<file path="src/hw/rtl/utf8_decoder_with_replacement_defines.svh">
// Assertion helpers shared by the decoder RTL.
// Every check is clocked on i_clk and switched off while i_rst_n is low.
`ifndef UTF8_DECODER_WITH_REPLACEMENT_DEFINES_SVH
`define UTF8_DECODER_WITH_REPLACEMENT_DEFINES_SVH

// The consequent must hold in the same cycle as the antecedent.
`define UTF8D_ASSERT_SAME(label, ante, cons, msg) \
    label: assert property (@(posedge i_clk) disable iff (!i_rst_n) \
        (ante) |-> (cons)) else $error(msg);

// The consequent must hold in the cycle after the antecedent.
`define UTF8D_ASSERT_NEXT(label, ante, cons, msg) \
    label: assert property (@(posedge i_clk) disable iff (!i_rst_n) \
        (ante) |=> (cons)) else $error(msg);

`endif

</file>
<file path="src/hw/rtl/utf8d_pkg.sv">
package utf8d_pkg;

    localparam int unsigned CP_W      = 21;
    localparam int unsigned PARTIAL_W = 15;

    localparam logic [CP_W-1:0] REPLACEMENT_CP = 21'h00FFFD;
    localparam logic [CP_W-1:0] MIN_CP_LEN2    = 21'h000080;
    localparam logic [CP_W-1:0] MIN_CP_LEN3    = 21'h000800;
    localparam logic [CP_W-1:0] MIN_CP_LEN4    = 21'h010000;
    localparam logic [CP_W-1:0] SURROGATE_LO   = 21'h00D800;
    localparam logic [CP_W-1:0] SURROGATE_HI   = 21'h00DFFF;
    localparam logic [CP_W-1:0] MAX_CP         = 21'h10FFFF;

    localparam logic [7:0] LEAD2_LO = 8'hC2;
    localparam logic [7:0] LEAD2_HI = 8'hDF;
    localparam logic [7:0] LEAD3_LO = 8'hE0;
    localparam logic [7:0] LEAD3_HI = 8'hEF;
    localparam logic [7:0] LEAD4_LO = 8'hF0;
    localparam logic [7:0] LEAD4_HI = 8'hF4;
    localparam logic [7:0] ASCII_END = 8'h80;

    // Open sequence: collected bits, bytes held (0 = none), total length.
    typedef struct packed {
        logic [PARTIAL_W-1:0] partial;
        logic [1:0]           held;
        logic [2:0]           seq_len;
    } t_seq_state;

    // What one input word produces: a run of replacement words, then
    // an optional closing word.
    typedef struct packed {
        logic [2:0]      err_cnt;
        logic            tail_valid;
        logic [CP_W-1:0] tail_cp;
        logic            tail_err;
    } t_step_result;

endpackage

</file>
<file path="src/hw/rtl/utf8_decoder_with_replacement.sv">
// Channel  Direction  Handshake                 Payload
// in       into       i_in_valid / o_in_ready   i_in_byte[7:0]
// out      out of     o_out_valid / i_out_ready o_code_point[20:0], o_was_error,
//                                               o_last_of_run
//
// A byte is decoded in the cycle it is accepted and its results land in an
// output buffer; the output side then drains one word per cycle while i_out_ready
// is high. A byte that yields zero or one word sustains one byte per cycle while
// the receiver keeps up. A byte that yields n words (up to four, error bursts)
// holds the input until n - 1 have left through the buffer's single output port.
// Reset is synchronous and active low; it closes any open sequence and
// empties the result buffer. Output stalls hold the word shown unchanged.
`include "utf8_decoder_with_replacement_defines.svh"

module utf8_decoder_with_replacement
    import utf8d_pkg::*;
(
    input  logic            i_clk,
    input  logic            i_rst_n,
    input  logic            i_in_valid,
    output logic            o_in_ready,
    input  logic [7:0]      i_in_byte,
    output logic            o_out_valid,
    input  logic            i_out_ready,
    output logic [CP_W-1:0] o_code_point,
    output logic            o_was_error,
    output logic            o_last_of_run
);

    // Decoder state for the open multi-byte sequence.
    t_seq_state r_state, n_state;

    // Result buffer: a count of pending replacement words, followed by an
    // optional closing word (a decoded value, ASCII, or a bad-lead error).
    logic [2:0]      r_err_cnt, n_err_cnt;
    logic            r_tail_valid, n_tail_valid;
    logic [CP_W-1:0] r_tail_cp;
    logic            r_tail_err;

    t_seq_state   step_next;
    t_step_result step_res;

    logic       in_acc;
    logic       out_acc;
    logic [2:0] pending;

    utf8d_step u_step (
        .i_byte       (i_in_byte),
        .i_state      (r_state),
        .o_next_state (step_next),
        .o_result     (step_res)
    );

    assign pending = r_err_cnt + {2'd0, r_tail_valid};

    // A new byte can enter when the buffer is empty or its last word
    // leaves in this very cycle.
    assign o_in_ready  = (pending == 3'd0) || ((pending == 3'd1) && i_out_ready);
    assign o_out_valid = (pending != 3'd0);

    assign in_acc  = i_in_valid && o_in_ready;
    assign out_acc = o_out_valid && i_out_ready;

    // Replacement words go first; the closing word comes last.
    assign o_code_point  = (r_err_cnt != 3'd0) ? REPLACEMENT_CP : r_tail_cp;
    assign o_was_error   = (r_err_cnt != 3'd0) ? 1'b1 : r_tail_err;
    assign o_last_of_run = (r_err_cnt == 3'd0) || ((r_err_cnt == 3'd1) && !r_tail_valid);

    always_comb begin
        n_state      = r_state;
        n_err_cnt    = r_err_cnt;
        n_tail_valid = r_tail_valid;
        if (in_acc) begin
            n_state      = step_next;
            n_err_cnt    = step_res.err_cnt;
            n_tail_valid = step_res.tail_valid;
        end else if (out_acc) begin
            if (r_err_cnt != 3'd0) begin
                n_err_cnt = r_err_cnt - 3'd1;
            end else begin
                n_tail_valid = 1'b0;
            end
        end
    end

    always_ff @(posedge i_clk) begin
        if (!i_rst_n) begin
            r_state      <= '0;
            r_err_cnt    <= 3'd0;
            r_tail_valid <= 1'b0;
        end else begin
            r_state      <= n_state;
            r_err_cnt    <= n_err_cnt;
            r_tail_valid <= n_tail_valid;
        end
    end

    // The closing word's payload carries no reset.
    always_ff @(posedge i_clk) begin
        if (in_acc) begin
            r_tail_cp  <= step_res.tail_cp;
            r_tail_err <= step_res.tail_err;
        end
    end

    `UTF8D_ASSERT_SAME(a_ready_only_on_drain, o_in_ready && o_out_valid,
        (pending == 3'd1) && i_out_ready, "input taken while results remain")
    `UTF8D_ASSERT_NEXT(a_empty_after_last, out_acc && o_last_of_run && !in_acc,
        !o_out_valid, "buffer not empty after last word of a run")
    `UTF8D_ASSERT_SAME(a_tail_err_is_repl, r_tail_valid && r_tail_err,
        r_tail_cp == REPLACEMENT_CP, "error word is not the replacement character")
    `UTF8D_ASSERT_SAME(a_open_seq_sane, r_state.held != 2'd0,
        (r_state.seq_len >= 3'd2) && ({1'b0, r_state.held} < r_state.seq_len),
        "open sequence holds an impossible byte count")
    `UTF8D_ASSERT_SAME(a_burst_bound, 1'b1, pending <= 3'd4,
        "more than four words pending")

endmodule

</file>
<file path="src/hw/rtl/utf8d_step.sv">
module utf8d_step
    import utf8d_pkg::*;
(
    input  logic [7:0]   i_byte,
    input  t_seq_state   i_state,
    output t_seq_state   o_next_state,
    output t_step_result o_result
);

    logic            lead;
    logic [CP_W-1:0] cp;
    logic [CP_W-1:0] min_cp;
    logic [2:0]      held_inc;
    logic            bad_value;

    assign cp       = {i_state.partial, i_byte[5:0]};
    assign held_inc = {1'b0, i_state.held} + 3'd1;

    always_comb begin
        case (i_state.seq_len)
            3'd2:    min_cp = MIN_CP_LEN2;
            3'd3:    min_cp = MIN_CP_LEN3;
            default: min_cp = MIN_CP_LEN4;
        endcase
    end

    assign bad_value = (cp < min_cp) || ((cp >= SURROGATE_LO) && (cp <= SURROGATE_HI))
                     || (cp > MAX_CP);

    always_comb begin
        o_next_state = i_state;
        o_result     = '0;
        lead         = 1'b1;

        if (i_state.held != 2'd0) begin
            if (i_byte[7:6] == 2'b10) begin
                lead = 1'b0;
                if (held_inc >= i_state.seq_len) begin
                    // Sequence complete: either the value or one error per byte.
                    if (bad_value) begin
                        o_result.err_cnt = i_state.seq_len;
                    end else begin
                        o_result.tail_valid = 1'b1;
                        o_result.tail_cp    = cp;
                    end
                    o_next_state = '0;
                end else begin
                    o_next_state.partial = cp[PARTIAL_W-1:0];
                    o_next_state.held    = held_inc[1:0];
                end
            end else begin
                // Missing continuation: flush what is held, then reparse.
                o_result.err_cnt = {1'b0, i_state.held};
                o_next_state     = '0;
            end
        end

        if (lead) begin
            if (i_byte < ASCII_END) begin
                o_result.tail_valid = 1'b1;
                o_result.tail_cp    = {13'd0, i_byte};
            end else if ((i_byte >= LEAD2_LO) && (i_byte <= LEAD2_HI)) begin
                o_next_state.partial = {10'd0, i_byte[4:0]};
                o_next_state.held    = 2'd1;
                o_next_state.seq_len = 3'd2;
            end else if ((i_byte >= LEAD3_LO) && (i_byte <= LEAD3_HI)) begin
                o_next_state.partial = {11'd0, i_byte[3:0]};
                o_next_state.held    = 2'd1;
                o_next_state.seq_len = 3'd3;
            end else if ((i_byte >= LEAD4_LO) && (i_byte <= LEAD4_HI)) begin
                o_next_state.partial = {12'd0, i_byte[2:0]};
                o_next_state.held    = 2'd1;
                o_next_state.seq_len = 3'd4;
            end else begin
                o_result.tail_valid = 1'b1;
                o_result.tail_cp    = REPLACEMENT_CP;
                o_result.tail_err   = 1'b1;
            end
        end
    end

endmodule

</file>
<file path="config.mk">
export PLATFORM = sky130hd
export DESIGN_NAME = utf8_decoder_with_replacement
export DESIGN_NICKNAME = d
export VERILOG_FILES = /design/src/hw/rtl/utf8d_pkg.sv /design/src/hw/rtl/utf8_decoder_with_replacement.sv /design/src/hw/rtl/utf8d_step.sv
export VERILOG_INCLUDE_DIRS = /design/src /design/src/hw/rtl
export SDC_FILE = /design/constraint.sdc
export NUM_CORES = 1
export LEC_CHECK = 0
export BUFFER_PORTS_ARGS = -buffer_cell sky130_fd_sc_hd__buf_2
export CORE_UTILIZATION = 51
export CTS_CLUSTER_SIZE = 28
export DETAILED_ROUTE_END_ITERATION = 10
export PLACE_DENSITY = 0.81
export SETUP_SLACK_MARGIN = 0.02
export SYNTH_ARGS = -nofsm -noshare
export SYNTH_HDL_FRONTEND = slang
export SYNTH_SLANG_ARGS = --single-unit
</file>
<file path="constraint.sdc">
create_clock -name i_clk -period 2.2 [get_ports i_clk]
set_input_delay 0.44 -clock i_clk [delete_from_list [all_inputs] [get_ports i_clk]]
set_output_delay 0.44 -clock i_clk [all_outputs]
set_load 0.01 [all_outputs]
</file>
Yosys cells after proc, flatten, opt, wreduce, memory -nomap -nowiden
Index checks and enable logic that the tools add are counted. Widths: inputs -> output; s select.

Bits in registers: 46. Bits of input ports: 12. Output and inout bits: 25.

$add $sub $neg: 3. Order comparisons: 12. Eq/ne operators: 6. Mux-type cells: 32. Bitwise logic cells: 1. Reductions and logical operators: 23.

Operator list (count): $mux 20 (7); $mux 23 (4); $mux 22 (3); $mux 25 (2); $pmux 17 s2 (1); $ge 8x8->1 const B (3); $le 8x8->1 const B (3); $ge 21x16->1 const B (1); $gt 21x21->1 const B (1); $le 21x16->1 const B (1); $lt 21x17->1 (1); $mux 21 (1); $mux 3 (6); $mux 17 (1); $logic_and 1x1->1 (8); $lt 8x8->1 const B (1); $mux 1 (7); $eq 3x1->1 const B (2); $eq 3x2->1 const B (2); $logic_not 3->1 (2); $reduce_bool 2->1 (3); $reduce_bool 3->1 (2); $logic_or 1x1->1 (4); $reduce_and 2->1 (2); 9 further kinds (9).

Longest topological paths before layout
Depth in word-level cells: 15. Depth in mapped cells: 9. Mapped depth without buffers: 8.

By module
A second synthesis with hierarchy kept.

Cells, all modules: 291. Area total of the unflattened synthesis: 2703.8 sq um.

Modules (own cells, without submodules): utf8_decoder_with_replacement (times used 1, cells an instance 176, area each 1880.6 sq um); utf8d_step (times used 1, cells an instance 115, area each 823.3 sq um).

Worst setup path after synthesis
OpenSTA, ideal clock, no wires.

Path kind: reg2reg. From: reg r_err_cnt[0]. To: reg r_state[10] in the netlist's numbering. Library setup time: 0.117 ns. Arrival: 2.135 ns. Data required time: 2.083 ns. Slack: -0.052 ns. Cell stages (with the launch flop): 9. Buffers on the path: 1. Period minus slack after synthesis: 2.252 ns. Cells stage by stage: dfxtp_1 ha_1 ha_1 xnor2_1 nand4b_1 inv_2 a21oi_2 buf_4 a22o_1.

Longest elaborated chain between the ends: 5.

Ends and longest elaborated chain: from (decl) (RTL line utf8_decoder_with_replacement.sv:35) `logic [2:0] r_err_cnt, n_err_cnt;`; from (signal assigned) (RTL line utf8_decoder_with_replacement.sv:93) `r_err_cnt <= n_err_cnt;`; $add 3x1->3 * (RTL line utf8_decoder_with_replacement.sv:54) `assign pending = r_err_cnt + {2'd0, r_tail_valid};`; $eq 3x1->1 (RTL line utf8_decoder_with_replacement.sv:58) `assign o_in_ready = (pending == 3'd0) || ((pending == 3'd1) && i_out_ready);`; $logic_and 1x1->1 (RTL line utf8_decoder_with_replacement.sv:58); $logic_or 1x1->1 * (RTL line utf8_decoder_with_replacement.sv:58); $logic_and 1x1->1 * (RTL line utf8_decoder_with_replacement.sv:61) `assign in_acc = i_in_valid && o_in_ready;`; net in_acc (RTL line utf8_decoder_with_replacement.sv:43) `logic in_acc;`; to (signal assigned) (RTL line utf8_decoder_with_replacement.sv:92) `r_state <= n_state;`; to (decl) (RTL line utf8_decoder_with_replacement.sv:31) `t_seq_state r_state, n_state;`.

Mark *: on every way through the listed nets, which the timed path passes. The rest lies on a longest branch. A chain may end at the register's enable or synchronous reset.

==> results.json <==
{
  "path_clk_slew_ps": 90,
  "synth-seq-cells": 46,
  "grt_overflow_total": 0,
  "ys_seq_area_share_pct": 45.10,
  "setup_viol": 0,
  "core-area_mm2": 0.004755,
  "finalCriticalPeriod_ps": 2199,
  "drive_above_1_share_pct": 34.95,
  "power_leakage_uw": 0.001321,
  "synth_commonest_cells": "dfxtp_1, edfxtp_1, nand2b_1",
  "area_growth_pct": 27.05,
  "path_max_fanout": 7,
  "nNetsFinal": 332,
  "dieWidth_um": 72.43,
  "power_density_mw_per_mm2": 1264,
  "status": "complete, no violations",
  "chipHeight_um": 72.43,
  "routed_wl_um": 6169,
  "vias_per_cell": 5.851,
  "grt_pass1_wl_um": 9508,
  "grt_pass1_vias": 1998,
  "gp_congestion": 0.9381,
  "async_reset_ff_share_pct": 0,
  "total_power_uw": 4063,
  "grt_max_degree": 25,
  "grt_usage_pct": 23.62,
  "path_class": "reg2reg",
  "drc": 0,
  "vias": 2200,
  "cts_max_path_buffers": 2,
  "dp_cells": 359,
  "yosys_warnings": 0,
  "io_pins": 37,
  "routedWlPerCell_um": 16.41,
  "min_period_over_period_pct": 99.95,
  "insertion_delay_ps": 300,
  "maxSlewViolCount": 0,
  "endpoint_kind": "register",
  "first_pass_iters": 4,
  "crit_required_ps": 2260,
  "detail-route-antenna-nets": 0,
  "cts_made_buffers": 5,
  "cts_sinks": 46,
  "finalNonFillerCells": 376,
  "cp_data_arrival_time_ps": 2260,
  "initialDrtViolationCount": 167,
  "syn_area_mm2": 0.002530,
  "synth_most_common_cell": "dfxtp_1",
  "skew_ps": 10.71,
  "hold_viol_final": 0,
  "rows": 25,
  "synth_nets": 267,
  "start_util_pct": 53.21,
  "critPathLaunchType": "register",
  "max_freq_mhz": 454.8,
  "setup_ws_ps": 1.204,
  "dp_hpwl_um": 4153,
  "rsz0062_at_grt": "true",
  "yosys.area.top_type": "edfxtp_1",
  "cts_tree": "yes",
  "worstMarginPinSlew_ps": 617.6,
  "dp_slack_ps": -58.34,
  "htreeDepth": 2,
  "antenna_found_initial": 0,
  "io_buffers": 36,
  "synth.top_cells.by_area": "edfxtp_1, dfxtp_1, ha_1, nand2b_1, a22o_1",
  "synth.avg_cell_area_um2": 10.41,
  "synthCells": 243,
  "hold_class": "in2reg",
  "cts_root_buf": "clkbuf_8",
  "die_area_mm2": 0.005246,
  "synth_edf_count": 22,
  "maxCapViolCount": 0,
  "synth_cell_types": 58,
  "synth.top_cell.area_share_pct": 26.11,
  "yosys_most_used_dff": "dfxtp_1",
  "ir_drop_uv": 605.7,
  "num_antenna_cells": 0,
  "relSlewSlack_pct": 58.39
}
[final cells by class]
type | count | area (µm²)
Clock inverter | 3 | 43.79
Multi-Input combinational cell | 178 | 1383
Tap cell | 67 | 83.83
Sequential cell | 46 | 1146
Inverter | 11 | 43.79
Clock buffer | 5 | 68.82
Timing Repair Buffer | 66 | 445.4
Fill cell | 360 | 1540
[logic make-up (layout without fill, tap and decap cells)]
group	count (synthesis)	count (layout)	share of synthesized area, %
flip-flops	46	46	45.10
AO/OA/AOI/OAI	79	79	24.93
adder cells (fa/ha/maj)	12	12	5.935
AND/OR/NAND/NOR	85	86	19.78
buffers and inverters	20	85	3.906
XOR/XNOR	1	1	0.3463
[worst max-delay path, cell delays in order (launching register included)]
cell	delay (ps)
dfxtp_2	340
nor2b_4	160
nand2_2	60
ha_2	160
or4_1	400
o21a_2	260
nor3_4	180
buf_4	160
nor2_4	60
a21o_1	170
[final timing paths]
check                     from            to  slack (ps)  depth (start not counted)
hold reg to reg     r_state[4]    r_state[4]         540                          1
setup / recovery    r_state[1]  r_tail_cp[9]           1                          9
setup reg to reg    r_state[1]  r_tail_cp[9]           1                          9
hold / removal    i_in_byte[0]    r_state[5]         410                          2
[metrics by stage]
step	hold slack, ps	cell area (µm²)	setup TNS [ps]	utilization, %
2_1_floorplan	461.1	2535	0	-
3_3_place_gp	483.7	2932	-195.5	61.66
3_5_place_dp	495.8	2932	-591.7	61.66
4_1_cts	404.2	3126	0	65.74
5_1_grt	428.2	3214	-1281	67.61
6_report	411.7	3214	0	67.61
[routing by layer]
layer	global-route usage (%)	wire length, µm	up-vias	share of wire, %
met1	30.04	2607	1051	42
met4	7.843	127	0	2.1
met2	39.88	3039	89	49
met5	0	0	-	0
met3	5.139	395	15	6.4
li1	-	-	1045	-
[power by group]
group	internal, µW	switching (µW)
clock	341	301
combinational	945	1250
sequential	1140	86.6
[registers in the layout, indices dropped and copies added, names as in the netlist]
register,cells
r_tail_err,1
r_tail_cp,21
r_state,20
r_err_cnt,3
r_tail_valid,1
[layout by cell type, fill, tap and decap left out, drive strengths merged, types with 3 or more instances in the layout]
cell type and n:
nor3 5, clkbuf 5, a22o 10, ha 12, o21ai 14, inv 11
and2 13, nor2b 4, a32o 5, nand2 12, buf 66, dfxtp 24
a211oi 3, nand2b 21, a21o 9, edfxtp 22, nor2 13, a21oi 10
o32ai 3, o21a 7
[what timing repair did]
action / 4_1_cts / 5_1_grt
resized for setup: 10 / 19
cloned: 1 / 1
setup buffers: 4 / 3
pin swaps: 5 / 6
hold buffers: 0 / 0
endpoints found under the setup margin: 30 / 49
hold endpoints to repair: 0 / 0
(Power assumes the default switching activity.)
